## config.mk

```make
export PLATFORM = sky130hd
export DESIGN_NAME = key_event_to_hid_report_switch_core
export DESIGN_NICKNAME = d
export VERILOG_FILES = /design/src/rtl/kehid_pkg.sv /design/src/rtl/key_event_to_hid_report_switch_core.sv
export SDC_FILE = /design/constraint.sdc
export NUM_CORES = 1
export LEC_CHECK = 0
export ABC_AREA = 0
export ABC_CLOCK_PERIOD_IN_PS = 14300
export BUFFER_PORTS_ARGS = -buffer_cell sky130_fd_sc_hd__buf_2
export CORE_AREA = 4 4 184 186
export CTS_BUF_LIST = sky130_fd_sc_hd__clkbuf_8 sky130_fd_sc_hd__clkbuf_16
export CTS_CLUSTER_DIAMETER = 80
export CTS_CLUSTER_SIZE = 20
export DETAILED_ROUTE_END_ITERATION = 6
export DIE_AREA = 0 0 188 190
export HOLD_SLACK_MARGIN = 0.05
export PLACE_DENSITY_LB_ADDON = 0.2
export SETUP_SLACK_MARGIN = 0.15
export SYNTH_ARGS = -nofsm -noshare
export SYNTH_HDL_FRONTEND = slang
export SYNTH_SLANG_ARGS = --single-unit
export TNS_END_PERCENT = 50
```

## constraint.sdc

```tcl
create_clock -name clk_i -period 14.3 [get_ports clk_i]
set_clock_uncertainty 0.2 [all_clocks]
set_input_delay 4.29 -clock clk_i [delete_from_list [all_inputs] [get_ports clk_i]]
set_output_delay 4.29 -clock clk_i [all_outputs]
set_load 0.01 [all_outputs]
```

## src/rtl/kehid_pkg.sv

```systemverilog
// ----------------------------------------------------------------------------
// kehid_pkg
// Shared types, constants and the key-code to HID-usage lookup table.
// ----------------------------------------------------------------------------
package kehid_pkg;

  // Number of key slots held in the report state.
  localparam int unsigned KEY_SLOTS   = 6;
  // Key fields carried by one report.
  localparam int unsigned REPORT_KEYS = 6;
  // Slots that show up in a report.
  localparam int unsigned SHOWN_SLOTS = (KEY_SLOTS < REPORT_KEYS) ? KEY_SLOTS : REPORT_KEYS;

  localparam int unsigned CODE_W   = 10;
  localparam int unsigned VALUE_W  = 2;
  localparam int unsigned TIME_W   = 32;
  localparam int unsigned WINDOW_W = 16;
  localparam int unsigned USAGE_W  = 8;

  // Input tdata: key_code, event_time_ms, padded to whole bytes.
  localparam int unsigned IN_DATA_W  = 48;
  // Output tdata: modifier_bits, key_0 .. key_5.
  localparam int unsigned OUT_DATA_W = USAGE_W * (REPORT_KEYS + 1);

  // Configuration register indexes.
  localparam int unsigned CFG_ADDR_W = 2;
  localparam int unsigned CFG_DATA_W = 16;
  localparam logic [CFG_ADDR_W-1:0] CFG_TAP_WINDOW = 2'd0;
  localparam logic [CFG_ADDR_W-1:0] CFG_HOTKEY     = 2'd1;
  localparam logic [CFG_ADDR_W-1:0] CFG_PRESENT    = 2'd2;

  // Key event values.
  localparam logic [VALUE_W-1:0] KEY_RELEASE = 2'd0;
  localparam logic [VALUE_W-1:0] KEY_PRESS   = 2'd1;
  localparam logic [VALUE_W-1:0] KEY_REPEAT  = 2'd2;

  // Report kinds.
  localparam logic REPORT_KEY         = 1'b0;
  localparam logic REPORT_RELEASE_ALL = 1'b1;

  // Modifier usages occupy 0xE0 .. 0xE7.
  localparam logic [4:0] MOD_USAGE_HI = 5'b11100;

  localparam logic [WINDOW_W-1:0] TAP_WINDOW_RST = 16'd400;
  localparam logic [CODE_W-1:0]   HOTKEY_RST     = 10'd70;
  localparam logic [1:0]          PRESENT_RST    = 2'b11;

  typedef enum logic [2:0] {
    PHASE_IDLE = 3'b001,
    PHASE_DOWN = 3'b010,
    PHASE_UP   = 3'b100
  } phase_e;

  typedef logic [USAGE_W-1:0] usage_t;

  // Linux key code (below 256) to USB HID keyboard usage, 0 when unmapped.
  function automatic usage_t usage_of_code(input logic [7:0] code);
    usage_t u;
    u = 8'h00;
    case (code)
      8'd1:   u = 8'h29;
      8'd2:   u = 8'h1E;  8'd3:   u = 8'h1F;  8'd4:   u = 8'h20;  8'd5:   u = 8'h21;
      8'd6:   u = 8'h22;  8'd7:   u = 8'h23;  8'd8:   u = 8'h24;  8'd9:   u = 8'h25;
      8'd10:  u = 8'h26;  8'd11:  u = 8'h27;
      8'd12:  u = 8'h2D;  8'd13:  u = 8'h2E;  8'd14:  u = 8'h2A;  8'd15:  u = 8'h2B;
      8'd16:  u = 8'h14;  8'd17:  u = 8'h1A;  8'd18:  u = 8'h08;  8'd19:  u = 8'h15;
      8'd20:  u = 8'h17;  8'd21:  u = 8'h1C;  8'd22:  u = 8'h18;  8'd23:  u = 8'h0C;
      8'd24:  u = 8'h12;  8'd25:  u = 8'h13;
      8'd26:  u = 8'h2F;  8'd27:  u = 8'h30;  8'd28:  u = 8'h28;  8'd29:  u = 8'hE0;
      8'd30:  u = 8'h04;  8'd31:  u = 8'h16;  8'd32:  u = 8'h07;  8'd33:  u = 8'h09;
      8'd34:  u = 8'h0A;  8'd35:  u = 8'h0B;  8'd36:  u = 8'h0D;  8'd37:  u = 8'h0E;
      8'd38:  u = 8'h0F;
      8'd39:  u = 8'h33;  8'd40:  u = 8'h34;  8'd41:  u = 8'h35;  8'd42:  u = 8'hE1;
      8'd43:  u = 8'h31;
      8'd44:  u = 8'h1D;  8'd45:  u = 8'h1B;  8'd46:  u = 8'h06;  8'd47:  u = 8'h19;
      8'd48:  u = 8'h05;  8'd49:  u = 8'h11;  8'd50:  u = 8'h10;
      8'd51:  u = 8'h36;  8'd52:  u = 8'h37;  8'd53:  u = 8'h38;  8'd54:  u = 8'hE5;
      8'd55:  u = 8'h55;  8'd56:  u = 8'hE2;  8'd57:  u = 8'h2C;  8'd58:  u = 8'h39;
      8'd59:  u = 8'h3A;  8'd60:  u = 8'h3B;  8'd61:  u = 8'h3C;  8'd62:  u = 8'h3D;
      8'd63:  u = 8'h3E;  8'd64:  u = 8'h3F;  8'd65:  u = 8'h40;  8'd66:  u = 8'h41;
      8'd67:  u = 8'h42;  8'd68:  u = 8'h43;
      8'd69:  u = 8'h53;  8'd70:  u = 8'h47;
      8'd71:  u = 8'h5F;  8'd72:  u = 8'h60;  8'd73:  u = 8'h61;  8'd74:  u = 8'h56;
      8'd75:  u = 8'h5C;  8'd76:  u = 8'h5D;  8'd77:  u = 8'h5E;  8'd78:  u = 8'h57;
      8'd79:  u = 8'h59;  8'd80:  u = 8'h5A;
      8'd81:  u = 8'h5B;  8'd82:  u = 8'h62;  8'd83:  u = 8'h63;
      8'd87:  u = 8'h44;  8'd88:  u = 8'h45;
      8'd96:  u = 8'h58;  8'd97:  u = 8'hE4;  8'd98:  u = 8'h54;  8'd99:  u = 8'h46;
      8'd100: u = 8'hE6;
      8'd102: u = 8'h4A;  8'd103: u = 8'h52;  8'd104: u = 8'h4B;  8'd105: u = 8'h50;
      8'd106: u = 8'h4F;  8'd107: u = 8'h4D;  8'd108: u = 8'h51;  8'd109: u = 8'h4E;
      8'd110: u = 8'h49;  8'd111: u = 8'h4C;
      8'd119: u = 8'h48;
      8'd125: u = 8'hE3;  8'd126: u = 8'hE7;  8'd127: u = 8'h65;
      8'd183: u = 8'h68;  8'd184: u = 8'h69;  8'd185: u = 8'h6A;  8'd186: u = 8'h6B;
      8'd187: u = 8'h6C;  8'd188: u = 8'h6D;  8'd189: u = 8'h6E;  8'd190: u = 8'h6F;
      8'd191: u = 8'h70;  8'd192: u = 8'h71;
      8'd193: u = 8'h72;  8'd194: u = 8'h73;
      default: u = 8'h00;
    endcase
    return u;
  endfunction

endpackage

```

## src/rtl/key_event_to_hid_report_switch_core.sv

```systemverilog
// ----------------------------------------------------------------------------
// key_event_to_hid_report_switch_core
// Builds HID boot keyboard reports from key events and switches between two
// targets on a double tap of a hotkey.
// ----------------------------------------------------------------------------
//
//  Channel  Dir  Handshake            Payload
//  -------  ---  -------------------  ----------------------------------------------------
//  s_axis   in   tvalid/tready        tdata: key_code, event_time_ms; tuser: key_value
//  m_axis   out  tvalid/tready        tdata: modifier_bits, key_0..key_5; tuser: kind, target
//  cfg      in   cfg_valid/cfg_ready  cfg_addr: register index; cfg_data: value
//
// Flow: one event per cycle sustained while the output takes reports. An
// accepted event is registered in the lookup stage (registered read of the
// usage table), then resolved against the report state and, when a report
// is due, landed in the output register once that register is free.
// Reset: all control state, including the report and the hotkey tracker, clears at
// once; no clearing pass. Configuration resets to window 400, hotkey 70,
// both targets present.
// Stalls: a report waiting in the output register holds the lookup stage;
// the input takes an event whenever the lookup stage is empty or moves on in
// the same cycle. cfg_ready is always high.
// ----------------------------------------------------------------------------
module key_event_to_hid_report_switch_core (
  input  logic        clk_i,
  input  logic        rst_ni,

  input  logic        s_axis_tvalid,
  output logic        s_axis_tready,
  input  logic [47:0] s_axis_tdata,   // [9:0] key_code, [41:10] event_time_ms, rest 0
  input  logic [1:0]  s_axis_tuser,   // [1:0] key_value

  output logic        m_axis_tvalid,
  input  logic        m_axis_tready,
  output logic [55:0] m_axis_tdata,   // [7:0] modifier_bits, [15:8] key_0 .. [55:48] key_5
  output logic [1:0]  m_axis_tuser,   // [0] report_kind, [1] target

  input  logic        cfg_valid_i,
  output logic        cfg_ready_o,
  input  logic [1:0]  cfg_addr_i,
  input  logic [15:0] cfg_data_i
);

  localparam int unsigned CW = kehid_pkg::CODE_W;
  localparam int unsigned TW = kehid_pkg::TIME_W;
  localparam int unsigned WW = kehid_pkg::WINDOW_W;
  localparam int unsigned UW = kehid_pkg::USAGE_W;

  // --------------------------------------------------------------------------
  // Configuration registers
  // --------------------------------------------------------------------------
  logic [WW-1:0] tap_window_q;
  logic [CW-1:0] hotkey_q;
  logic [1:0]    present_q;

  assign cfg_ready_o = 1'b1;

  always_ff @(posedge clk_i or negedge rst_ni) begin
    if (!rst_ni) begin
      tap_window_q <= kehid_pkg::TAP_WINDOW_RST;
      hotkey_q     <= kehid_pkg::HOTKEY_RST;
      present_q    <= kehid_pkg::PRESENT_RST;
    end else if (cfg_valid_i) begin
      unique case (cfg_addr_i)
        kehid_pkg::CFG_TAP_WINDOW: tap_window_q <= cfg_data_i[WW-1:0];
        kehid_pkg::CFG_HOTKEY:     hotkey_q     <= cfg_data_i[CW-1:0];
        kehid_pkg::CFG_PRESENT:    present_q    <= cfg_data_i[1:0];
        default: ;  // unknown index: drop the write
      endcase
    end
  end

  // --------------------------------------------------------------------------
  // Lookup stage: register the event and the usage table read
  // --------------------------------------------------------------------------
  logic          s1_valid_q;
  logic [CW-1:0] s1_code_q;
  logic [1:0]    s1_value_q;
  logic [TW-1:0] s1_time_q;
  logic [UW-1:0] s1_usage_q;

  logic out_free;
  logic s1_fire;
  logic in_fire;

  assign out_free      = !m_axis_tvalid || m_axis_tready;
  assign s1_fire       = s1_valid_q && out_free;
  assign s_axis_tready = !s1_valid_q || s1_fire;
  assign in_fire       = s_axis_tvalid && s_axis_tready;

  always_ff @(posedge clk_i or negedge rst_ni) begin
    if (!rst_ni) begin
      s1_valid_q <= 1'b0;
    end else if (s_axis_tready) begin
      s1_valid_q <= s_axis_tvalid;
    end
  end

  always_ff @(posedge clk_i) begin
    if (in_fire) begin
      s1_code_q  <= s_axis_tdata[CW-1:0];
      s1_time_q  <= s_axis_tdata[CW+TW-1:CW];
      s1_value_q <= s_axis_tuser;
      s1_usage_q <= kehid_pkg::usage_of_code(s_axis_tdata[7:0]);
    end
  end

  // --------------------------------------------------------------------------
  // Report state and hotkey tracker
  // --------------------------------------------------------------------------
  kehid_pkg::phase_e phase_q, phase_d;
  logic [TW-1:0]     tap_start_q, tap_start_d;
  logic              target_q, target_d;
  logic [UW-1:0]     mask_q, mask_d;
  logic [UW-1:0]     slots_q [kehid_pkg::KEY_SLOTS];
  logic [UW-1:0]     slots_d [kehid_pkg::KEY_SLOTS];

  logic [TW-1:0] elapsed;
  logic          over_window;
  logic          under_window;
  logic          is_hotkey;
  logic          is_press;
  logic          is_switch;
  logic          drop_key;
  logic          done;
  logic          emit;
  logic          emit_kind;
  logic          emit_target;

  assign elapsed      = s1_time_q - tap_start_q;
  assign over_window  = elapsed > {{(TW-WW){1'b0}}, tap_window_q};
  assign under_window = elapsed < {{(TW-WW){1'b0}}, tap_window_q};
  assign is_hotkey    = s1_code_q == hotkey_q;
  assign is_press     = s1_value_q == kehid_pkg::KEY_PRESS;

  // Events that leave the report alone: repeats, codes past the table, and
  // codes that map to nothing.
  assign drop_key = (s1_value_q == kehid_pkg::KEY_REPEAT) || (s1_code_q[CW-1:8] != '0) ||
                    (s1_usage_q == '0);

  always_comb begin
    phase_d     = phase_q;
    tap_start_d = tap_start_q;
    target_d    = target_q;
    mask_d      = mask_q;
    slots_d     = slots_q;
    is_switch   = 1'b0;
    done        = 1'b0;
    emit        = 1'b0;
    emit_kind   = kehid_pkg::REPORT_KEY;
    emit_target = target_q;

    if (!is_hotkey) begin
      phase_d = kehid_pkg::PHASE_IDLE;
      if (!drop_key) begin
        if (s1_usage_q[UW-1:3] == kehid_pkg::MOD_USAGE_HI) begin
          mask_d[s1_usage_q[2:0]] = is_press;
        end else if (is_press) begin
          // take the first empty slot; drop the key when none is free
          for (int i = 0; i < kehid_pkg::KEY_SLOTS; i++) begin
            if (!done && slots_q[i] == '0) begin
              slots_d[i] = s1_usage_q;
              done       = 1'b1;
            end
          end
        end else begin
          // release clears the first matching slot
          for (int i = 0; i < kehid_pkg::KEY_SLOTS; i++) begin
            if (!done && slots_q[i] == s1_usage_q) begin
              slots_d[i] = '0;
              done       = 1'b1;
            end
          end
        end
        emit = present_q[target_q];
      end
    end else begin
      unique case (phase_q)
        kehid_pkg::PHASE_DOWN: begin
          if (s1_value_q == kehid_pkg::KEY_RELEASE) begin
            phase_d = kehid_pkg::PHASE_UP;
          end else if (over_window) begin
            phase_d = kehid_pkg::PHASE_IDLE;
          end
        end
        kehid_pkg::PHASE_UP: begin
          if (is_press && under_window) begin
            is_switch = 1'b1;
          end else if (over_window) begin
            phase_d = kehid_pkg::PHASE_IDLE;
          end
        end
        default: begin
          phase_d = kehid_pkg::PHASE_IDLE;
          if (is_press) begin
            tap_start_d = s1_time_q;
            phase_d     = kehid_pkg::PHASE_DOWN;
          end
        end
      endcase

      // Double tap: release everything at the old target, then toggle.
      if (is_switch) begin
        phase_d     = kehid_pkg::PHASE_IDLE;
        mask_d      = '0;
        for (int i = 0; i < kehid_pkg::KEY_SLOTS; i++) begin
          slots_d[i] = '0;
        end
        target_d    = !target_q;
        emit        = present_q[target_q];
        emit_kind   = kehid_pkg::REPORT_RELEASE_ALL;
        emit_target = target_q;
      end
    end
  end

  always_ff @(posedge clk_i or negedge rst_ni) begin
    if (!rst_ni) begin
      phase_q     <= kehid_pkg::PHASE_IDLE;
      tap_start_q <= '0;
      target_q    <= 1'b0;
      mask_q      <= '0;
      for (int i = 0; i < kehid_pkg::KEY_SLOTS; i++) begin
        slots_q[i] <= '0;
      end
    end else if (s1_fire) begin
      phase_q     <= phase_d;
      tap_start_q <= tap_start_d;
      target_q    <= target_d;
      mask_q      <= mask_d;
      slots_q     <= slots_d;
    end
  end

  // --------------------------------------------------------------------------
  // Output register
  // --------------------------------------------------------------------------
  logic [kehid_pkg::OUT_DATA_W-1:0] out_data;

  // A release-all report carries an empty mask and empty slots, which is
  // exactly the cleared state written back on a switch.
  always_comb begin
    out_data         = '0;
    out_data[UW-1:0] = mask_d;
    for (int j = 0; j < kehid_pkg::SHOWN_SLOTS; j++) begin
      out_data[UW*(j+1) +: UW] = slots_d[j];
    end
  end

  always_ff @(posedge clk_i or negedge rst_ni) begin
    if (!rst_ni) begin
      m_axis_tvalid <= 1'b0;
    end else if (s1_fire) begin
      m_axis_tvalid <= emit;
    end else if (m_axis_tready) begin
      m_axis_tvalid <= 1'b0;
    end
  end

  always_ff @(posedge clk_i) begin
    if (s1_fire && emit) begin
      m_axis_tdata <= out_data;
      m_axis_tuser <= {emit_target, emit_kind};
    end
  end

  // --------------------------------------------------------------------------
  // Assertions
  // --------------------------------------------------------------------------
  a_release_all_empty: assert property (@(posedge clk_i) disable iff (!rst_ni)
    m_axis_tvalid && (m_axis_tuser[0] == kehid_pkg::REPORT_RELEASE_ALL) |->
      m_axis_tdata == '0)
    else $error("release-all report carries keys");

  a_switch_toggles: assert property (@(posedge clk_i) disable iff (!rst_ni)
    s1_fire && is_switch |=> target_q != $past(target_q))
    else $error("target did not toggle on switch");

  a_stall_has_item: assert property (@(posedge clk_i) disable iff (!rst_ni)
    !s_axis_tready |-> s1_valid_q && m_axis_tvalid && !m_axis_tready)
    else $error("input stalled without cause");

  a_key_report_target: assert property (@(posedge clk_i) disable iff (!rst_ni)
    s1_fire && emit && !is_switch |=> m_axis_tuser[1] == target_q)
    else $error("key report sent to wrong target");

endmodule
```

* Yosys cells after proc, flatten, opt, wreduce, memory -nomap -nowiden *
Memory sizes are Yosys's and may differ from the RTL's. A register that Yosys moved wholly into a read port is not among the register bits.
Cells that the tools add are included.

operators by class
  equality and inequality tests = 15
  shift-type cells = 0
  multipliers = 0
  $add $sub $neg = 1
  order comparisons = 5
  muxes and demuxes = 92
  divide/modulo/power cells = 0
  bitwise logic cells = 1
  reduce and logical (&&, ||, !) cells = 50

operators by type and width
  operator              count
  $mux W48              5
  $mux W8               16
  $mux W1               62
  $logic_not A8 Y1      7
  $eq A8 B8 Y1          6
  $gt A32 B16 Y1        1
  $lt A32 B16 Y1        1
  $sub A32 B32 Y32      1
  $logic_and A1 B1 Y1   15
  $mux W3               5
  $logic_not A1 Y1      13
  $eq A10 B10 Y1        1
  $bwmux W8             1
  $reduce_and A2 Y1     4
  $pmux W3 S2           1
  $eq A5 B5 Y1 const B  1
  $eq A2 B1 Y1 const B  2
  $eq A2 B2 Y1 const B  2
  $logic_not A2 Y1      2
  $logic_or A1 B1 Y1    4
  $lt A3 B4 Y1 const B  1
  $ne A4 B4 Y1 const B  1
  $reduce_and A4 Y1     1
  $reduce_bool A2 Y1    2
  other kinds (9)       9

storage, ports and cells
  bits in read-only memories = 2,048
  memories kept = 1
  output and inout port bits = 61
  word-level logic and storage cells = 186
  register bits = 224
  bits of input ports = 73
  memory bits (writable) = 0
  bits in latches = 0

memories
  name             depth  bits a word  rd ports  clocked after Yosys merged registers in  write ports  RTL line         source
  (no name shown)  256    8            1         1                                        0            kehid_pkg.sv:60  case (code)

* Longest topological paths before layout *
Gate-level depths: netlist of run 1.

  depth after elaboration = 41
  gate-level depth with buffers = 21
  mapped depth without buffers = 19

* Least setup slack after synthesis of run 1 *
Ideal clock, no wire load.

  kind = input to register
  start = in m_axis_tready
  end = reg m_axis_tdata[0], enable pin
  library setup time = 0.618 ns
  data required time = 13.482 ns
  slack = 3.048 ns
  stages = 4
  path buffers = 1
  data arrival time = 10.434 ns
  cell sequence = nand2b_1 nand2_1 clkbuf_1 nor4_1

on the way
  longest elaborated chain between the ends = 3

ends and longest elaborated chain
  item                    RTL line                                    source
  start: declaration      key_event_to_hid_report_switch_core.sv:34   input logic m_axis_tready,
  $logic_or A1 B1 Y1      key_event_to_hid_report_switch_core.sv:86   assign out_free = !m_axis_tvalid || m_axis_tready;
  $logic_and A1 B1 Y1     key_event_to_hid_report_switch_core.sv:87   assign s1_fire = s1_valid_q && out_free;
  $logic_and A1 B1 Y1     key_event_to_hid_report_switch_core.sv:261  if (s1_fire && emit) begin
  end signal: assignment  key_event_to_hid_report_switch_core.sv:262  m_axis_tdata <= out_data;
  end: declaration        key_event_to_hid_report_switch_core.sv:35   output logic [55:0] m_axis_tdata,

Every way passes these cells.
A chain may end at the register's enable or synchronous reset.

* Worst setup path in the final report of run 1 *
  start = in m_axis_tready
  end = out s_axis_tready

on the way
  longest elaborated chain between the ends = 3

ends and longest elaborated chain
  item                 RTL line                                   source
  $logic_or A1 B1 Y1   key_event_to_hid_report_switch_core.sv:86
  $logic_and A1 B1 Y1  key_event_to_hid_report_switch_core.sv:87
  $logic_or A1 B1 Y1   key_event_to_hid_report_switch_core.sv:88  assign s_axis_tready = !s1_valid_q || s1_fire;
  end: declaration     key_event_to_hid_report_switch_core.sv:29  output logic s_axis_tready,

Every way passes these cells.

==> results of run 1 <==
-- flip-flops by register name, summed over array words and instances (netlist names) --
register and count:
s1_valid_q 1, tap_window_q 16, target_q 1, s1_time_q 32, present_q 2, s1_code_q 10, tap_start_q 32, hotkey_q 10
s1_value_q 2, m_axis_tdata 56, m_axis_tuser 2, s1_usage_q 8, phase_q 3, m_axis_tvalid 1, slots_q 48, mask_q 8
-- synthesized netlist by cell type (24+ instances only) --
| cell type | count | share of area [%] |
|---|---|---|
| sky130_fd_sc_hd__clkbuf_1 | 66 | 1.7 |
| sky130_fd_sc_hd__a21oi_1 | 225 | 7.9 |
| sky130_fd_sc_hd__inv_1 | 113 | 3.0 |
| sky130_fd_sc_hd__nor4_1 | 34 | 1.5 |
| sky130_fd_sc_hd__nand2_1 | 142 | 3.7 |
| sky130_fd_sc_hd__a22oi_1 | 24 | 1.3 |
| sky130_fd_sc_hd__edfxtp_1 | 110 | 23 |
| sky130_fd_sc_hd__o21ai_0 | 171 | 6.0 |
| sky130_fd_sc_hd__xor2_1 | 61 | 3.7 |
| sky130_fd_sc_hd__ha_1 | 58 | 5.1 |
| sky130_fd_sc_hd__nor2_1 | 90 | 2.4 |
| sky130_fd_sc_hd__dfrtp_1 | 113 | 20 |
| sky130_fd_sc_hd__a21o_1 | 35 | 1.8 |
-- per-stage QoR --
stage	utilization, %	std cells
after floorplan	-	1581
after CTS	48.9	2098
after global placement	47.1	2066
final	48.9	2098
after global routing	48.9	2098
after detailed placement	47.1	2066
-- cell families (layout without fill, tap and decap cells) --
| kind of cell | count (synthesis) | in the layout | synth area share (%) |
|---|---|---|---|
| AND/OR/NAND/NOR | 394 | 394 | 13.2 |
| buffers and inverters | 207 | 282 | 5.72 |
| adder cells (fa/ha/maj) | 59 | 59 | 5.23 |
| XOR/XNOR | 79 | 79 | 4.85 |
| other | 1 | 1 | 0.0263 |
| AO/OA/AOI/OAI | 581 | 581 | 24.1 |
| flip-flops | 232 | 232 | 44.6 |
| multiplexers | 28 | 28 | 2.30 |
-- area by class of cell --
cell class              count  area [µm²]
flip-flops and latches    232        6370
fillers                  3090       16500
clock inverters            12         100
repair buffers            137         716
inverters                 113         424
well taps                 442         553
clock buffers              20         489
multi-input cells        1142        7130
-- final timing paths --
check	slack [ps]	to	cells past startpoint
worst max register to register	8370	m_axis_tdata[42]$_DFFE_PP_	19
worst max-delay path	5100	s_axis_tready	3
max in group asynchronous	8890	tap_start_q[12]$_DFFE_PN0P_	2
min in group asynchronous	3740	mask_q[5]$_DFFE_PN0P_	1
worst min-delay path	270	tap_start_q[22]$_DFFE_PN0P_	2
worst min register to register	270	tap_start_q[22]$_DFFE_PN0P_	2
-- power by group through the flow --
stage,Clock [mW],Sequential (mW),Combinational (mW)
3_5_place_dp,0,0.861,0.367
3_3_place_gp,0,0.859,0.359
2_1_floorplan,0,0.838,0.270
6_report,0.512,0.849,0.372
5_1_grt,0.553,0.858,0.419
4_1_cts,0.531,0.848,0.369
-- layer usage --
| metal | wire (µm) | vias to the layer above | track usage, % |
|---|---|---|---|
| met3 | 2170 | 66 | 2.88 |
| met5 | 0 | - | 0 |
| met4 | 874 | 0 | 4.97 |
| met1 | 17300 | 5796 | 28.9 |
| li1 | - | 5880 | - |
| met2 | 17300 | 376 | 33.1 |
-- critical path: cells and delay by family --
kind | cells | cell delay [ps]
buffers and inverters | 2 | 260
and+or+nand+nor | 1 | 170
==> impl_metrics.prom, run 1 <==
# TYPE chip_impl_metric gauge
chip_impl_metric{name="grt_pass1_vias",unit=""} 11400
chip_impl_metric{name="internal_power",unit="mW"} 1.18
chip_impl_metric{name="detail_route.wl_per_cell",unit="µm"} 17.9
chip_impl_metric{name="row_count",unit=""} 66
chip_impl_metric{name="ys_ff_latch",unit=""} 232
chip_impl_info{name="critPathLaunch",value="m_axis_tready"} 1
chip_impl_metric{name="cts.sink_count",unit=""} 232
chip_impl_info{name="type_of_the_worst_min_delay_path",value="reg2reg"} 1
chip_impl_metric{name="routed_wirelength",unit="µm"} 37600
chip_impl_metric{name="power.net_switching",unit="mW"} 0.554
chip_impl_metric{name="p_clk_share",unit="%"} 29.5
chip_impl_metric{name="p_comb_share",unit="%"} 21.4
chip_impl_metric{name="worst_ir_drop_vdd",unit="mV"} 0.115
chip_impl_metric{name="final.hold.worst_slack",unit="ps"} 272
chip_impl_metric{name="grt_antenna_before_repair",unit=""} 0
chip_impl_metric{name="drive_gt1_share",unit="%"} 12.6
chip_impl_metric{name="grtUsageTotal",unit="%"} 20.3
chip_impl_metric{name="clkTransAtPathRegs",unit="ps"} 80
chip_impl_metric{name="design.core.area",unit="µm²"} 32300
chip_impl_metric{name="number_of_top_level_pins",unit=""} 134
chip_impl_metric{name="achievable_frequency",unit="MHz"} 109
chip_impl_metric{name="synthDistinctLibCells",unit=""} 72
chip_impl_info{name="synthFlopType",value="sky130_fd_sc_hd__dfrtp_1"} 1
chip_impl_info{name="status",value="finished, violations left"} 1
chip_impl_metric{name="antenna_left",unit=""} 0
chip_impl_metric{name="syn_avg_cell_area",unit="µm²"} 9.03
chip_impl_info{name="tritoncts_clock_tree",value="yes"} 1
chip_impl_metric{name="hold_viol",unit=""} 0
chip_impl_info{name="worstPathCellList",value="buf_2 > nand3b_1 > buf_2"} 1
chip_impl_metric{name="netlist_area",unit="µm²"} 14300
chip_impl_metric{name="finalCriticalPeriod",unit="ps"} 9200
chip_impl_metric{name="global_route.overflow_total",unit=""} 0
chip_impl_metric{name="layout-area-overhead-vs-synth",unit="%"} 10.6
chip_impl_metric{name="timing_worst_slew_pin_value",unit="ps"} 1100
chip_impl_metric{name="cts_buffer_depth",unit=""} 3
chip_impl_metric{name="worstPathMaxFanout",unit=""} 3
chip_impl_metric{name="h-tree-depth",unit=""} 1
chip_impl_metric{name="fin_crit_sh",unit="%"} 64.4
chip_impl_metric{name="port_buffers",unit=""} 126
chip_impl_metric{name="postSynthNetCount",unit=""} 1713
chip_impl_metric{name="grt_pass1_wl",unit="µm"} 60600
chip_impl_metric{name="clk-insertion-delay-late",unit="ps"} 510
chip_impl_info{name="critPathCaptureType",value="primary output"} 1
chip_impl_metric{name="cp_slowest_stage_delay",unit="ps"} 170
chip_impl_metric{name="ctsHoldBuffers",unit=""} 0
chip_impl_info{name="worstHoldStart",value="s1_time_q[22]$_DFFE_PP_"} 1
chip_impl_metric{name="fin_nets",unit=""} 1776
chip_impl_metric{name="vias_per_cell",unit=""} 5.78
chip_impl_info{name="critPathLaunchType",value="primary input"} 1
chip_impl_metric{name="finalMaxSlewViolations",unit=""} 0
chip_impl_metric{name="initialDrtViolationCount",unit=""} 1029
chip_impl_metric{name="post_dp_cell_area",unit="µm²"} 15200
chip_impl_metric{name="synth_seq_area_share",unit="%"} 44.6
chip_impl_metric{name="slew_headroom",unit="%"} 26.2
chip_impl_metric{name="hpwlAfterDp",unit="µm"} 26400
chip_impl_metric{name="power.switching_fraction",unit="%"} 32.0
chip_impl_metric{name="post_cts_resized",unit=""} 0
chip_impl_metric{name="synth.yosys.warnings",unit=""} 0
chip_impl_metric{name="number_of_enable_flip_flop_cells_after_synthesis",unit=""} 110
chip_impl_metric{name="share_seq_of_total_power",unit="%"} 49.0
chip_impl_metric{name="finalWeightedCongestion",unit=""} 0.919
chip_impl_metric{name="finish.instance_area",unit="µm²"} 15800
chip_impl_metric{name="grt_start_max_net_pins",unit=""} 75
chip_impl_metric{name="fin_tns_setup",unit="ps"} 0
chip_impl_metric{name="post_cts_buffers",unit=""} 0
chip_impl_info{name="rsz0062_at_grt",value="no"} 1
chip_impl_metric{name="tritoncts.num_buffers",unit=""} 18
chip_impl_metric{name="ys_async_sr_fraction",unit="%"} 52.6
chip_impl_metric{name="finalPower",unit="mW"} 1.73
chip_impl_metric{name="remaining_drc_errors",unit=""} 1
chip_impl_info{name="critical-path-slowest-cell",value="sky130_fd_sc_hd__nand3b_1"} 1
chip_impl_metric{name="cap_violations",unit=""} 0
chip_impl_metric{name="chipHeight",unit="µm"} 190
chip_impl_metric{name="dieArea",unit="µm²"} 35700
chip_impl_metric{name="dr.pass1.iters",unit=""} 7
chip_impl_info{name="violations_in_the_final_reports",value="DRC"} 1
chip_impl_info{name="reg2reg_from",value="s1_time_q[4]$_DFFE_PP_"} 1
chip_impl_metric{name="postSynthCellCount",unit=""} 1581
chip_impl_metric{name="route.vias.total",unit=""} 12100
chip_impl_metric{name="start_util",unit="%"} 44.2
chip_impl_metric{name="setup_ws",unit="ps"} 5100
chip_impl_info{name="layout.cells.most_common",value="sky130_fd_sc_hd__a21oi_1"} 1
chip_impl_metric{name="setup_viol_count_final",unit=""} 0
chip_impl_metric{name="power-per-cell-area",unit="nW/µm²"} 110
chip_impl_metric{name="crit_arrival",unit="ps"} 4710
chip_impl_info{name="worst_path_most_repeated_cell",value="sky130_fd_sc_hd__buf_2"} 1
chip_impl_metric{name="setup_slack_at_placement",unit="ps"} 5090
chip_impl_metric{name="p_leak",unit="nW"} 6.90
chip_impl_info{name="layout_common_cells",value="225 x sky130_fd_sc_hd__a21oi_1, 171 x sky130_fd_sc_hd__o21ai_0, 142 x sky130_fd_sc_hd__nand2_1"} 1
chip_impl_metric{name="fp.dieW",unit="µm"} 188
chip_impl_metric{name="required_arrival_time_at_the_worst_endpoint",unit="ps"} 9810
chip_impl_info{name="cts-root-buf",value="sky130_fd_sc_hd__clkbuf_16"} 1
chip_impl_metric{name="diodes",unit=""} 0
chip_impl_info{name="critical_path_start_end_classification",value="in2out"} 1
Note: power is estimated with default switching activity, not from simulation.
==> run 2, diff against run 1 <==
--- a/config.mk
+++ b/config.mk
@@ -5,15 +5,15 @@
 export SDC_FILE = /design/constraint.sdc
 export NUM_CORES = 1
 export LEC_CHECK = 0
-export ABC_AREA = 0
-export ABC_CLOCK_PERIOD_IN_PS = 14300
+export ABC_AREA = 1
+export ABC_CLOCK_PERIOD_IN_PS = 7700
 export BUFFER_PORTS_ARGS = -buffer_cell sky130_fd_sc_hd__buf_2
-export CORE_AREA = 4 4 184 186
+export CORE_AREA = 4 4 192 194
 export CTS_BUF_LIST = sky130_fd_sc_hd__clkbuf_8 sky130_fd_sc_hd__clkbuf_16
 export CTS_CLUSTER_DIAMETER = 80
 export CTS_CLUSTER_SIZE = 20
 export DETAILED_ROUTE_END_ITERATION = 6
-export DIE_AREA = 0 0 188 190
+export DIE_AREA = 0 0 196 198
 export HOLD_SLACK_MARGIN = 0.05
 export PLACE_DENSITY_LB_ADDON = 0.2
 export SETUP_SLACK_MARGIN = 0.15
==> constraint.sdc (replaced) <==
create_clock -name clk_i -period 7.7 [get_ports clk_i]
set_clock_uncertainty 0.2 [all_clocks]
set_input_delay 2.31 -clock clk_i [delete_from_list [all_inputs] [get_ports clk_i]]
set_output_delay 2.31 -clock clk_i [all_outputs]
set_load 0.01 [all_outputs]
==> run 2 against run 1 <==
- the run now ends clean
- flip-flop and latch count unchanged
- clock power increased by 77%
- die area up 8.6%
- sequential share of layout area is 3.4 points lower
- power up 95%
- via count increased by 15%
- critical path depth grew 1
- synthesized cell count rose by 36%
- routed wire length rose by 14%
- count of clock-buffer cells in the layout down 1
- first-iteration DRC count fell by 1.9%
- largest cell class unchanged
- highest routed layer unchanged
==> impl_metrics.prom, run 2 <==
# TYPE chip_impl_metric gauge
chip_impl_info{name="status",value="complete, no violations"} 1
chip_impl_metric{name="finalPower",unit="mW"} 3.38
chip_impl_metric{name="global_route.overflow_total",unit=""} 0
chip_impl_metric{name="detail_route.wl_per_cell",unit="µm"} 15.8
chip_impl_metric{name="fp.dieW",unit="µm"} 196
chip_impl_metric{name="grt_start_max_net_pins",unit=""} 61
chip_impl_metric{name="ys_async_sr_fraction",unit="%"} 52.6
chip_impl_metric{name="number_of_top_level_pins",unit=""} 134
chip_impl_metric{name="grt_pass1_vias",unit=""} 13300
chip_impl_metric{name="ctsHoldBuffers",unit=""} 0
chip_impl_metric{name="slew_headroom",unit="%"} 20.7
chip_impl_metric{name="timing_worst_slew_pin_value",unit="ps"} 1190
chip_impl_metric{name="route.vias.total",unit=""} 14000
chip_impl_metric{name="start_util",unit="%"} 44.6
chip_impl_metric{name="flip_flop_count_of_the_largest_register_all_copies_and_words_added",unit=""} 56
chip_impl_metric{name="vias_per_cell",unit=""} 5.14
chip_impl_metric{name="ys_ff_latch",unit=""} 232
chip_impl_info{name="post-synth-top-count-cell",value="sky130_fd_sc_hd__nand2_1"} 1
chip_impl_info{name="worst_path_most_repeated_cell",value="sky130_fd_sc_hd__buf_2"} 1
chip_impl_metric{name="post_cts_buffers",unit=""} 0
chip_impl_metric{name="share_of_cell_area_taken_by_muxes_after_synthesis",unit="%"} 0.0718
chip_impl_metric{name="multi_input_area",unit="µm²"} 7730
chip_impl_metric{name="routed_wirelength",unit="µm"} 43000
chip_impl_metric{name="design.core.area",unit="µm²"} 35200
chip_impl_metric{name="layout-area-overhead-vs-synth",unit="%"} 9.82
chip_impl_metric{name="syn_avg_cell_area",unit="µm²"} 7.29
chip_impl_metric{name="drive_gt1_share",unit="%"} 14.0
chip_impl_metric{name="worst_ir_drop_vdd",unit="mV"} 0.196
chip_impl_metric{name="synth-compound-area-share",unit="%"} 9.26
chip_impl_metric{name="p_leak",unit="nW"} 8.67
chip_impl_metric{name="chipHeight",unit="µm"} 198
chip_impl_metric{name="clk-insertion-delay-late",unit="ps"} 530
chip_impl_info{name="synth_area_leader_cell",value="sky130_fd_sc_hd__edfxtp_1"} 1
chip_impl_metric{name="cp_slowest_stage_delay",unit="ps"} 160
chip_impl_info{name="synthFlopType",value="sky130_fd_sc_hd__dfrtp_1"} 1
chip_impl_info{name="critPathLaunchType",value="primary input"} 1
chip_impl_metric{name="number_of_enable_flip_flop_cells_after_synthesis",unit=""} 110
chip_impl_info{name="tritoncts_clock_tree",value="yes"} 1
chip_impl_metric{name="clkTransAtPathRegs",unit="ps"} 80
chip_impl_metric{name="dieArea",unit="µm²"} 38800
chip_impl_info{name="layout_common_cells",value="718 x sky130_fd_sc_hd__nand2_1, 340 x sky130_fd_sc_hd__inv_1, 141 x sky130_fd_sc_hd__nor2_1"} 1
chip_impl_metric{name="remaining_drc_errors",unit=""} 0
chip_impl_metric{name="synthDistinctLibCells",unit=""} 56
chip_impl_info{name="largest_registers",value="m_axis_tdata (56), slots_q (48)"} 1
chip_impl_metric{name="cts_buffer_depth",unit=""} 3
chip_impl_metric{name="row_count",unit=""} 69
chip_impl_metric{name="synth-adder-area-share",unit="%"} 4.75
chip_impl_metric{name="achievable_frequency",unit="MHz"} 191
chip_impl_info{name="cp_top_family",value="buffers and inverters"} 1
chip_impl_metric{name="finalWeightedCongestion",unit=""} 0.957
chip_impl_metric{name="diodes",unit=""} 0
chip_impl_info{name="critical_path_start_end_classification",value="in2out"} 1
chip_impl_metric{name="postSynthCellCount",unit=""} 2154
chip_impl_metric{name="tritoncts.num_buffers",unit=""} 17
chip_impl_metric{name="critical_path.n_buffers_inverters",unit=""} 3
chip_impl_metric{name="cts.sink_count",unit=""} 232
chip_impl_info{name="critical-path-slowest-cell",value="sky130_fd_sc_hd__buf_2"} 1
chip_impl_info{name="ys_top_cells_by_count",value="719 x sky130_fd_sc_hd__nand2_1, 337 x sky130_fd_sc_hd__inv_1, 142 x sky130_fd_sc_hd__nor2_1, 113 x sky130_fd_sc_hd__dfrtp_1, 110 x sky130_fd_sc_hd__edfxtp_1"} 1
chip_impl_metric{name="grt_antenna_before_repair",unit=""} 0
chip_impl_info{name="max_flop_register",value="m_axis_tdata"} 1
chip_impl_metric{name="h-tree-depth",unit=""} 1
chip_impl_metric{name="xor_xnor_fraction_of_synth_area",unit="%"} 2.45
chip_impl_info{name="worstPathCellList",value="buf_2 > inv_1 > nand3_1 > buf_2"} 1
chip_impl_info{name="type_of_the_worst_min_delay_path",value="reg2reg"} 1
chip_impl_metric{name="finalCriticalPeriod",unit="ps"} 5250
chip_impl_info{name="cts-root-buf",value="sky130_fd_sc_hd__clkbuf_16"} 1
chip_impl_metric{name="dr.pass1.iters",unit=""} 6
chip_impl_metric{name="fill_cell_instance_count_of_the_final_layout",unit=""} 3541
chip_impl_metric{name="grt_pass1_wl",unit="µm"} 69400
chip_impl_metric{name="cap_violations",unit=""} 0
chip_impl_metric{name="synth.yosys.warnings",unit=""} 0
chip_impl_info{name="layout.cells.most_common",value="sky130_fd_sc_hd__nand2_1"} 1
chip_impl_metric{name="crit_arrival",unit="ps"} 2740
chip_impl_info{name="critPathCaptureType",value="primary output"} 1
chip_impl_metric{name="fin_nets",unit=""} 2377
chip_impl_metric{name="initialDrtViolationCount",unit=""} 1009
chip_impl_metric{name="netlist.area_leader.share",unit="%"} 21.0
chip_impl_metric{name="antenna_left",unit=""} 0
chip_impl_metric{name="hpwlAfterDp",unit="µm"} 32100
chip_impl_metric{name="worstPathMaxFanout",unit=""} 3
chip_impl_metric{name="layout.area.seq",unit="µm²"} 6370
chip_impl_metric{name="post_cts_resized",unit=""} 0
chip_impl_metric{name="grtUsageTotal",unit="%"} 21.8
chip_impl_metric{name="yosys.area_share.simple",unit="%"} 32.7
chip_impl_metric{name="setup_viol_count_final",unit=""} 0
chip_impl_metric{name="fin_tns_setup",unit="ps"} 0
chip_impl_info{name="synth_area_leaders",value="sky130_fd_sc_hd__edfxtp_1 21%, sky130_fd_sc_hd__dfrtp_1 18%, sky130_fd_sc_hd__nand2_1 17%"} 1
chip_impl_metric{name="hold_viol",unit=""} 0
chip_impl_metric{name="power-per-cell-area",unit="nW/µm²"} 196
chip_impl_metric{name="finalMaxSlewViolations",unit=""} 0
chip_impl_metric{name="netlist_area",unit="µm²"} 15700
chip_impl_metric{name="postSynthNetCount",unit=""} 2286
chip_impl_metric{name="fin_crit_sh",unit="%"} 68.1
chip_impl_metric{name="required_arrival_time_at_the_worst_endpoint",unit="ps"} 5190
chip_impl_info{name="rsz0062_at_grt",value="no"} 1
chip_impl_metric{name="synth_seq_area_share",unit="%"} 40.6
chip_impl_metric{name="port_buffers",unit=""} 126
chip_impl_info{name="combinational_family_with_the_most_area_after_synthesis",value="simple AND/OR/NAND/NOR gates"} 1
run 2: cell count changes after synthesis, moves of 62 or more:
cell,previous run,this run
sky130_fd_sc_hd__a21oi_1,225,68
sky130_fd_sc_hd__inv_1,113,337
sky130_fd_sc_hd__nand2_1,142,719
sky130_fd_sc_hd__nand2_2,0,64
sky130_fd_sc_hd__nand3_1,20,82
sky130_fd_sc_hd__o21ai_0,171,109
run 2: kinds of logic after synthesis:
kind of cell | count (synthesis)
buf+inv | 409
mux | 1
xor+xnor | 43
simple gates | 1147
compound gates | 262
fa+ha+maj | 59
other cells | 1
flops | 232
run 2: power breakdown:
group	switching [mW]	total [mW]	leakage [nW]	internal [mW]
Sequential	0.133	1.57	2.68	1.44
Clock	0.461	0.908	0.284	0.447
Combinational	0.591	0.901	5.70	0.309
Total	1.19	3.38	8.67	2.19
run 2: worst reg2reg max path, stage by stage, from the launching register on:
cell	delay (ps)
sky130_fd_sc_hd__edfxtp_1	330
sky130_fd_sc_hd__inv_1	60
sky130_fd_sc_hd__ha_1	240
sky130_fd_sc_hd__fa_1	420
sky130_fd_sc_hd__inv_1	100
sky130_fd_sc_hd__nand3_1	70
sky130_fd_sc_hd__nand3_1	140
sky130_fd_sc_hd__nand3_1	90
sky130_fd_sc_hd__nand3_1	230
sky130_fd_sc_hd__xor2_1	190
sky130_fd_sc_hd__ha_1	260
sky130_fd_sc_hd__nand3_1	100
sky130_fd_sc_hd__nor3_1	80
sky130_fd_sc_hd__nand2_1	110
sky130_fd_sc_hd__o2111ai_1	210
sky130_fd_sc_hd__nor2_1	230
sky130_fd_sc_hd__nand3_4	80
sky130_fd_sc_hd__buf_4	410
sky130_fd_sc_hd__o21ai_2	280
sky130_fd_sc_hd__nand2_1	140
sky130_fd_sc_hd__inv_2	380
sky130_fd_sc_hd__buf_4	490
run 2: routing by layer:
layer | track usage [%] | share of wire (%)
met1 | 30.6 | 46
met2 | 35.3 | 45
met3 | 2.88 | 5.7
met4 | 6.85 | 3.2
met5 | 0 | 0
run 2: area by class of cell:
class,count,area share (%)
clock buffers,19,2.69
clock inverters,11,0.465
inverters,342,7.45
multi-input cells,1513,44.9
flip-flops and latches,232,36.9
well taps,461,3.35
repair buffers,139,4.24
run 2: path summary, 6_finish.rpt:
path                                                  start                           to  slack [ps]  cells past startpoint
max in group asynchronous                            rst_ni  tap_start_q[24]$_DFFE_PN0P_        4700                      2
worst min-delay path            tap_start_q[15]$_DFFE_PN0P_  tap_start_q[15]$_DFFE_PN0P_         290                      2
worst max register to register       s1_time_q[0]$_DFFE_PP_   m_axis_tdata[28]$_DFFE_PP_        2470                     21
worst max-delay path                          m_axis_tready                s_axis_tready        2450                      4
min in group asynchronous                            rst_ni        mask_q[3]$_DFFE_PN0P_        1570                      1
worst min register to register  tap_start_q[15]$_DFFE_PN0P_  tap_start_q[15]$_DFFE_PN0P_         290                      2
run 2: metrics by stage:
stage	hold WS [ps]	utilization (%)	cells	worst slack, ps	instance area [µm²]
6_report	292	48.9	2717	2450	17200
5_1_grt	312	48.9	2717	2110	17200
4_1_cts	295	48.9	2717	2420	17200
3_5_place_dp	278	47.4	2687	2460	16700
3_3_place_gp	268	47.4	2687	2480	16700
2_1_floorplan	249	-	2154	2700	15700
==> run 3, diff against run 2 <==
--- a/config.mk
+++ b/config.mk
@@ -5,15 +5,15 @@
 export SDC_FILE = /design/constraint.sdc
 export NUM_CORES = 1
 export LEC_CHECK = 0
-export ABC_AREA = 1
-export ABC_CLOCK_PERIOD_IN_PS = 7700
+export ABC_AREA = 0
+export ABC_CLOCK_PERIOD_IN_PS = 4700
 export BUFFER_PORTS_ARGS = -buffer_cell sky130_fd_sc_hd__buf_2
-export CORE_AREA = 4 4 192 194
+export CORE_AREA = 4 4 184 186
 export CTS_BUF_LIST = sky130_fd_sc_hd__clkbuf_8 sky130_fd_sc_hd__clkbuf_16
 export CTS_CLUSTER_DIAMETER = 80
 export CTS_CLUSTER_SIZE = 20
 export DETAILED_ROUTE_END_ITERATION = 6
-export DIE_AREA = 0 0 196 198
+export DIE_AREA = 0 0 188 190
 export HOLD_SLACK_MARGIN = 0.05
 export PLACE_DENSITY_LB_ADDON = 0.2
 export SETUP_SLACK_MARGIN = 0.15
==> constraint.sdc (replaced) <==
create_clock -name clk_i -period 4.7 [get_ports clk_i]
set_clock_uncertainty 0.2 [all_clocks]
set_input_delay 1.41 -clock clk_i [delete_from_list [all_inputs] [get_ports clk_i]]
set_output_delay 1.41 -clock clk_i [all_outputs]
set_load 0.01 [all_outputs]
==> run 3 against run 2 <==
- design area decreased by 2.1%
- sequential share of layout area grew 0.80 points
- worst setup slack lost 2300 ps
- hold slack worse by 2.7 ps
- clock power increased by 65%
- flip-flop and latch count unchanged
- highest routed layer unchanged
- critical endpoint is now m_axis_tdata[0]$_DFFE_PP_
- first-iteration DRC count is 0.20% lower
- largest cell class unchanged
- count of clock-buffer cells in the layout is the same
- via count is 11% lower
==> impl_metrics.prom, run 3 (synthesis gave the netlist of run 1 again) <==
# TYPE chip_impl_metric gauge
chip_impl_metric{name="drive_gt1_share",unit="%"} 18.3
chip_impl_metric{name="setup_viol_count_final",unit=""} 0
chip_impl_info{name="tritoncts_clock_tree",value="yes"} 1
chip_impl_info{name="timing.rr.end",value="m_axis_tdata[0]$_DFFE_PP_"} 1
chip_impl_metric{name="grt_pass1_vias",unit=""} 12000
chip_impl_info{name="max_flop_register",value="m_axis_tdata"} 1
chip_impl_metric{name="row_count",unit=""} 66
chip_impl_info{name="critPathLaunchType",value="flop"} 1
chip_impl_metric{name="finalCriticalPeriod",unit="ps"} 4550
chip_impl_metric{name="critical_path.n_buffers_inverters",unit=""} 3
chip_impl_info{name="rsz0062_at_grt",value="yes"} 1
chip_impl_metric{name="tritoncts.num_buffers",unit=""} 17
chip_impl_metric{name="met3WireLength",unit="µm"} 2270
chip_impl_metric{name="hpwlAfterDp",unit="µm"} 27700
chip_impl_metric{name="final.hold.worst_slack",unit="ps"} 289
chip_impl_metric{name="worst_ir_drop_vdd",unit="mV"} 0.330
chip_impl_metric{name="r2r_setup_slack",unit="ps"} 150
chip_impl_info{name="critical-path-slowest-cell",value="sky130_fd_sc_hd__edfxtp_1"} 1
chip_impl_metric{name="fin_crit_sh",unit="%"} 96.8
chip_impl_metric{name="hold_viol",unit=""} 0
chip_impl_info{name="type_of_the_worst_min_delay_path",value="reg2reg"} 1
chip_impl_metric{name="cp_slowest_stage_delay",unit="ps"} 440
chip_impl_metric{name="cap_violations",unit=""} 0
chip_impl_metric{name="worstPathMaxFanout",unit=""} 6
chip_impl_info{name="worstPathCellList",value="ha_4 > a21o_1 > a21o_1 > or2_4 > a21o_1 > a21oi_2 > xnor2_1 > ha_2 > a21o_1 > a211oi_2 > nor2_1 > o21a_1 > o311a_4 > nor3_4 > o2111ai_2 > o21a_1 > nor4_4 > buf_12 > buf_12 > clkbuf_16"} 1
chip_impl_metric{name="clk-insertion-delay-late",unit="ps"} 520
chip_impl_metric{name="port_buffers",unit=""} 126
chip_impl_metric{name="p_leak",unit="nW"} 7.35
chip_impl_metric{name="remaining_drc_errors",unit=""} 0
chip_impl_metric{name="timing_worst_slew_pin_value",unit="ps"} 991
chip_impl_metric{name="finalWeightedCongestion",unit=""} 0.913
chip_impl_metric{name="dr_wl_met2",unit="µm"} 18100
chip_impl_metric{name="design.core.area",unit="µm²"} 32300
chip_impl_metric{name="clkTransAtPathRegs",unit="ps"} 90
chip_impl_metric{name="grt_start_max_net_pins",unit=""} 63
chip_impl_metric{name="route.vias.total",unit=""} 12500
chip_impl_metric{name="cts.sink_count",unit=""} 232
chip_impl_metric{name="layout-area-overhead-vs-synth",unit="%"} 18.2
chip_impl_metric{name="h-tree-depth",unit=""} 1
chip_impl_metric{name="initialDrtViolationCount",unit=""} 1007
chip_impl_info{name="cts-root-buf",value="sky130_fd_sc_hd__clkbuf_16"} 1
chip_impl_metric{name="fin_tns_setup",unit="ps"} 0
chip_impl_info{name="worst_path_most_repeated_cell",value="sky130_fd_sc_hd__a21o_1"} 1
chip_impl_metric{name="diodes",unit=""} 0
chip_impl_metric{name="antenna_left",unit=""} 0
chip_impl_info{name="critPathLaunch",value="s1_time_q[4]$_DFFE_PP_"} 1
chip_impl_metric{name="grt_pass1_wl",unit="µm"} 62600
chip_impl_metric{name="ff2ff_path_depth",unit=""} 20
chip_impl_metric{name="chipHeight",unit="µm"} 190
chip_impl_metric{name="number_of_top_level_pins",unit=""} 134
chip_impl_metric{name="detail_route.wl_per_cell",unit="µm"} 18.3
chip_impl_metric{name="flip_flop_count_of_the_largest_register_all_copies_and_words_added",unit=""} 56
chip_impl_metric{name="fin_nets",unit=""} 1837
chip_impl_metric{name="utilization",unit="%"} 52.3
chip_impl_metric{name="finalMaxSlewViolations",unit=""} 0
chip_impl_metric{name="routed_wirelength",unit="µm"} 39500
chip_impl_info{name="critPathCaptureType",value="flop"} 1
chip_impl_metric{name="vias_per_cell",unit=""} 5.79
chip_impl_metric{name="dieArea",unit="µm²"} 35700
chip_impl_info{name="worstSetupEndpoint",value="m_axis_tdata[0]$_DFFE_PP_"} 1
chip_impl_metric{name="required_arrival_time_at_the_worst_endpoint",unit="ps"} 4740
chip_impl_info{name="top_layer",value="met4"} 1
chip_impl_info{name="reg2reg_from",value="s1_time_q[4]$_DFFE_PP_"} 1
chip_impl_metric{name="routedLengthMet1",unit="µm"} 18200
chip_impl_metric{name="slew_headroom",unit="%"} 33.4
chip_impl_metric{name="achievable_frequency",unit="MHz"} 220
chip_impl_metric{name="crit_arrival",unit="ps"} 4590
chip_impl_metric{name="start_util",unit="%"} 44.2
chip_impl_info{name="critical_path_start_end_classification",value="reg2reg"} 1
chip_impl_info{name="cp_top_family",value="compound AO/OA/AOI/OAI gates"} 1
chip_impl_metric{name="power-per-cell-area",unit="nW/µm²"} 314
chip_impl_metric{name="grtUsageTotal",unit="%"} 21.0
chip_impl_info{name="layout_common_cells",value="219 x sky130_fd_sc_hd__a21oi_1, 154 x sky130_fd_sc_hd__o21ai_0, 141 x sky130_fd_sc_hd__nand2_1"} 1
chip_impl_metric{name="global_route.overflow_total",unit=""} 0
chip_impl_metric{name="fp.dieW",unit="µm"} 188
chip_impl_metric{name="worst-path-stages",unit=""} 20
chip_impl_info{name="largest_registers",value="m_axis_tdata (56), slots_q (48)"} 1
chip_impl_info{name="status",value="complete, no violations"} 1
chip_impl_metric{name="dr.pass1.iters",unit=""} 5
chip_impl_metric{name="cts_buffer_depth",unit=""} 3
chip_impl_metric{name="grt_antenna_before_repair",unit=""} 0
chip_impl_info{name="layout.cells.most_common",value="sky130_fd_sc_hd__a21oi_1"} 1
==> run 3: cell count changes in the layout (fill, tap and decap cells not counted), moves of 29 or more <==
| cell | delta |
|---|---|
| sky130_fd_sc_hd__o21ai_1 | -30 |
| sky130_fd_sc_hd__nand3_2 | -52 |
| sky130_fd_sc_hd__nand2_2 | -64 |
| sky130_fd_sc_hd__xor2_1 | +29 |
| sky130_fd_sc_hd__nor2_1 | -52 |
| sky130_fd_sc_hd__nand2_1 | -577 |
| sky130_fd_sc_hd__nand3_1 | -63 |
| sky130_fd_sc_hd__o21ai_0 | +45 |
| sky130_fd_sc_hd__a21o_1 | +35 |
| sky130_fd_sc_hd__a21oi_1 | +151 |
| sky130_fd_sc_hd__inv_1 | -224 |
| sky130_fd_sc_hd__buf_4 | +34 |
==> run 3: worst min path at each step <==
stage	from	endpoint	slack, ps	cells after the start
6_report	s1_time_q[5]$_DFFE_PP_	tap_start_q[5]$_DFFE_PN0P_	290	2
5_1_grt	s1_time_q[23]$_DFFE_PP_	tap_start_q[23]$_DFFE_PN0P_	330	2
4_1_cts	s1_time_q[23]$_DFFE_PP_	tap_start_q[23]$_DFFE_PN0P_	290	2
3_5_place_dp	s1_time_q[2]$_DFFE_PP_	tap_start_q[2]$_DFFE_PN0P_	280	2
3_3_place_gp	s1_time_q[5]$_DFFE_PP_	tap_start_q[5]$_DFFE_PN0P_	280	2
2_1_floorplan	s1_time_q[10]$_DFFE_PP_	tap_start_q[10]$_DFFE_PN0P_	260	2
==> run 3: through the flow <==
stage          instances  worst slack (ps)  power, mW  instance area [µm²]
6_report            2158               151       5.30                16900
5_1_grt             2158             -74.0       5.58                16900
4_1_cts             2144              63.8       5.28                16400
3_5_place_dp        2099             -32.9       3.77                15600
3_3_place_gp        2099              73.1       3.73                15600
2_1_floorplan       1581             -1180       3.38                14400
==> run 3: routing by layer <==
| metal | global-route usage, % | vias up |
|---|---|---|
| li1 | - | 6002 |
| met1 | 29.8 | 6013 |
| met2 | 33.9 | 400 |
| met3 | 2.70 | 72 |
| met4 | 5.93 | 0 |
| met5 | 0 | - |
==> run 3: worst min-delay path: cells and delay by family (launching register included) <==
family           cells  cell delay (ps)
AND/OR/NAND/NOR      1               50
flip-flops           1              350
AO/OA/AOI/OAI        1               60
==> run 3: layout make-up <==
cell class / count / area, µm²
fill: 3003 / 15400
multi-input combinational: 1142 / 7460
sequential: 232 / 6370
timing repair buffer: 199 / 1520
tap: 442 / 553
clock buffer: 19 / 464
inverter: 113 / 424
clock inverter: 11 / 85.1
==> run 3: where the power goes <==
part | internal (mW) | switching, mW | total (mW)
logic | 0.494 | 0.740 | 1.23
clock network | 0.734 | 0.762 | 1.50
registers | 2.37 | 0.198 | 2.57
==> run 3: what timing repair did <==
item | CTS | global route
endpoints found under the setup margin | 86 | 169
cloned | 1 | 7
pin swaps | 15 | 5
gates resized for setup | 9 | 63
hold buffers | 0 | 0
buffers inserted | 14 | 7
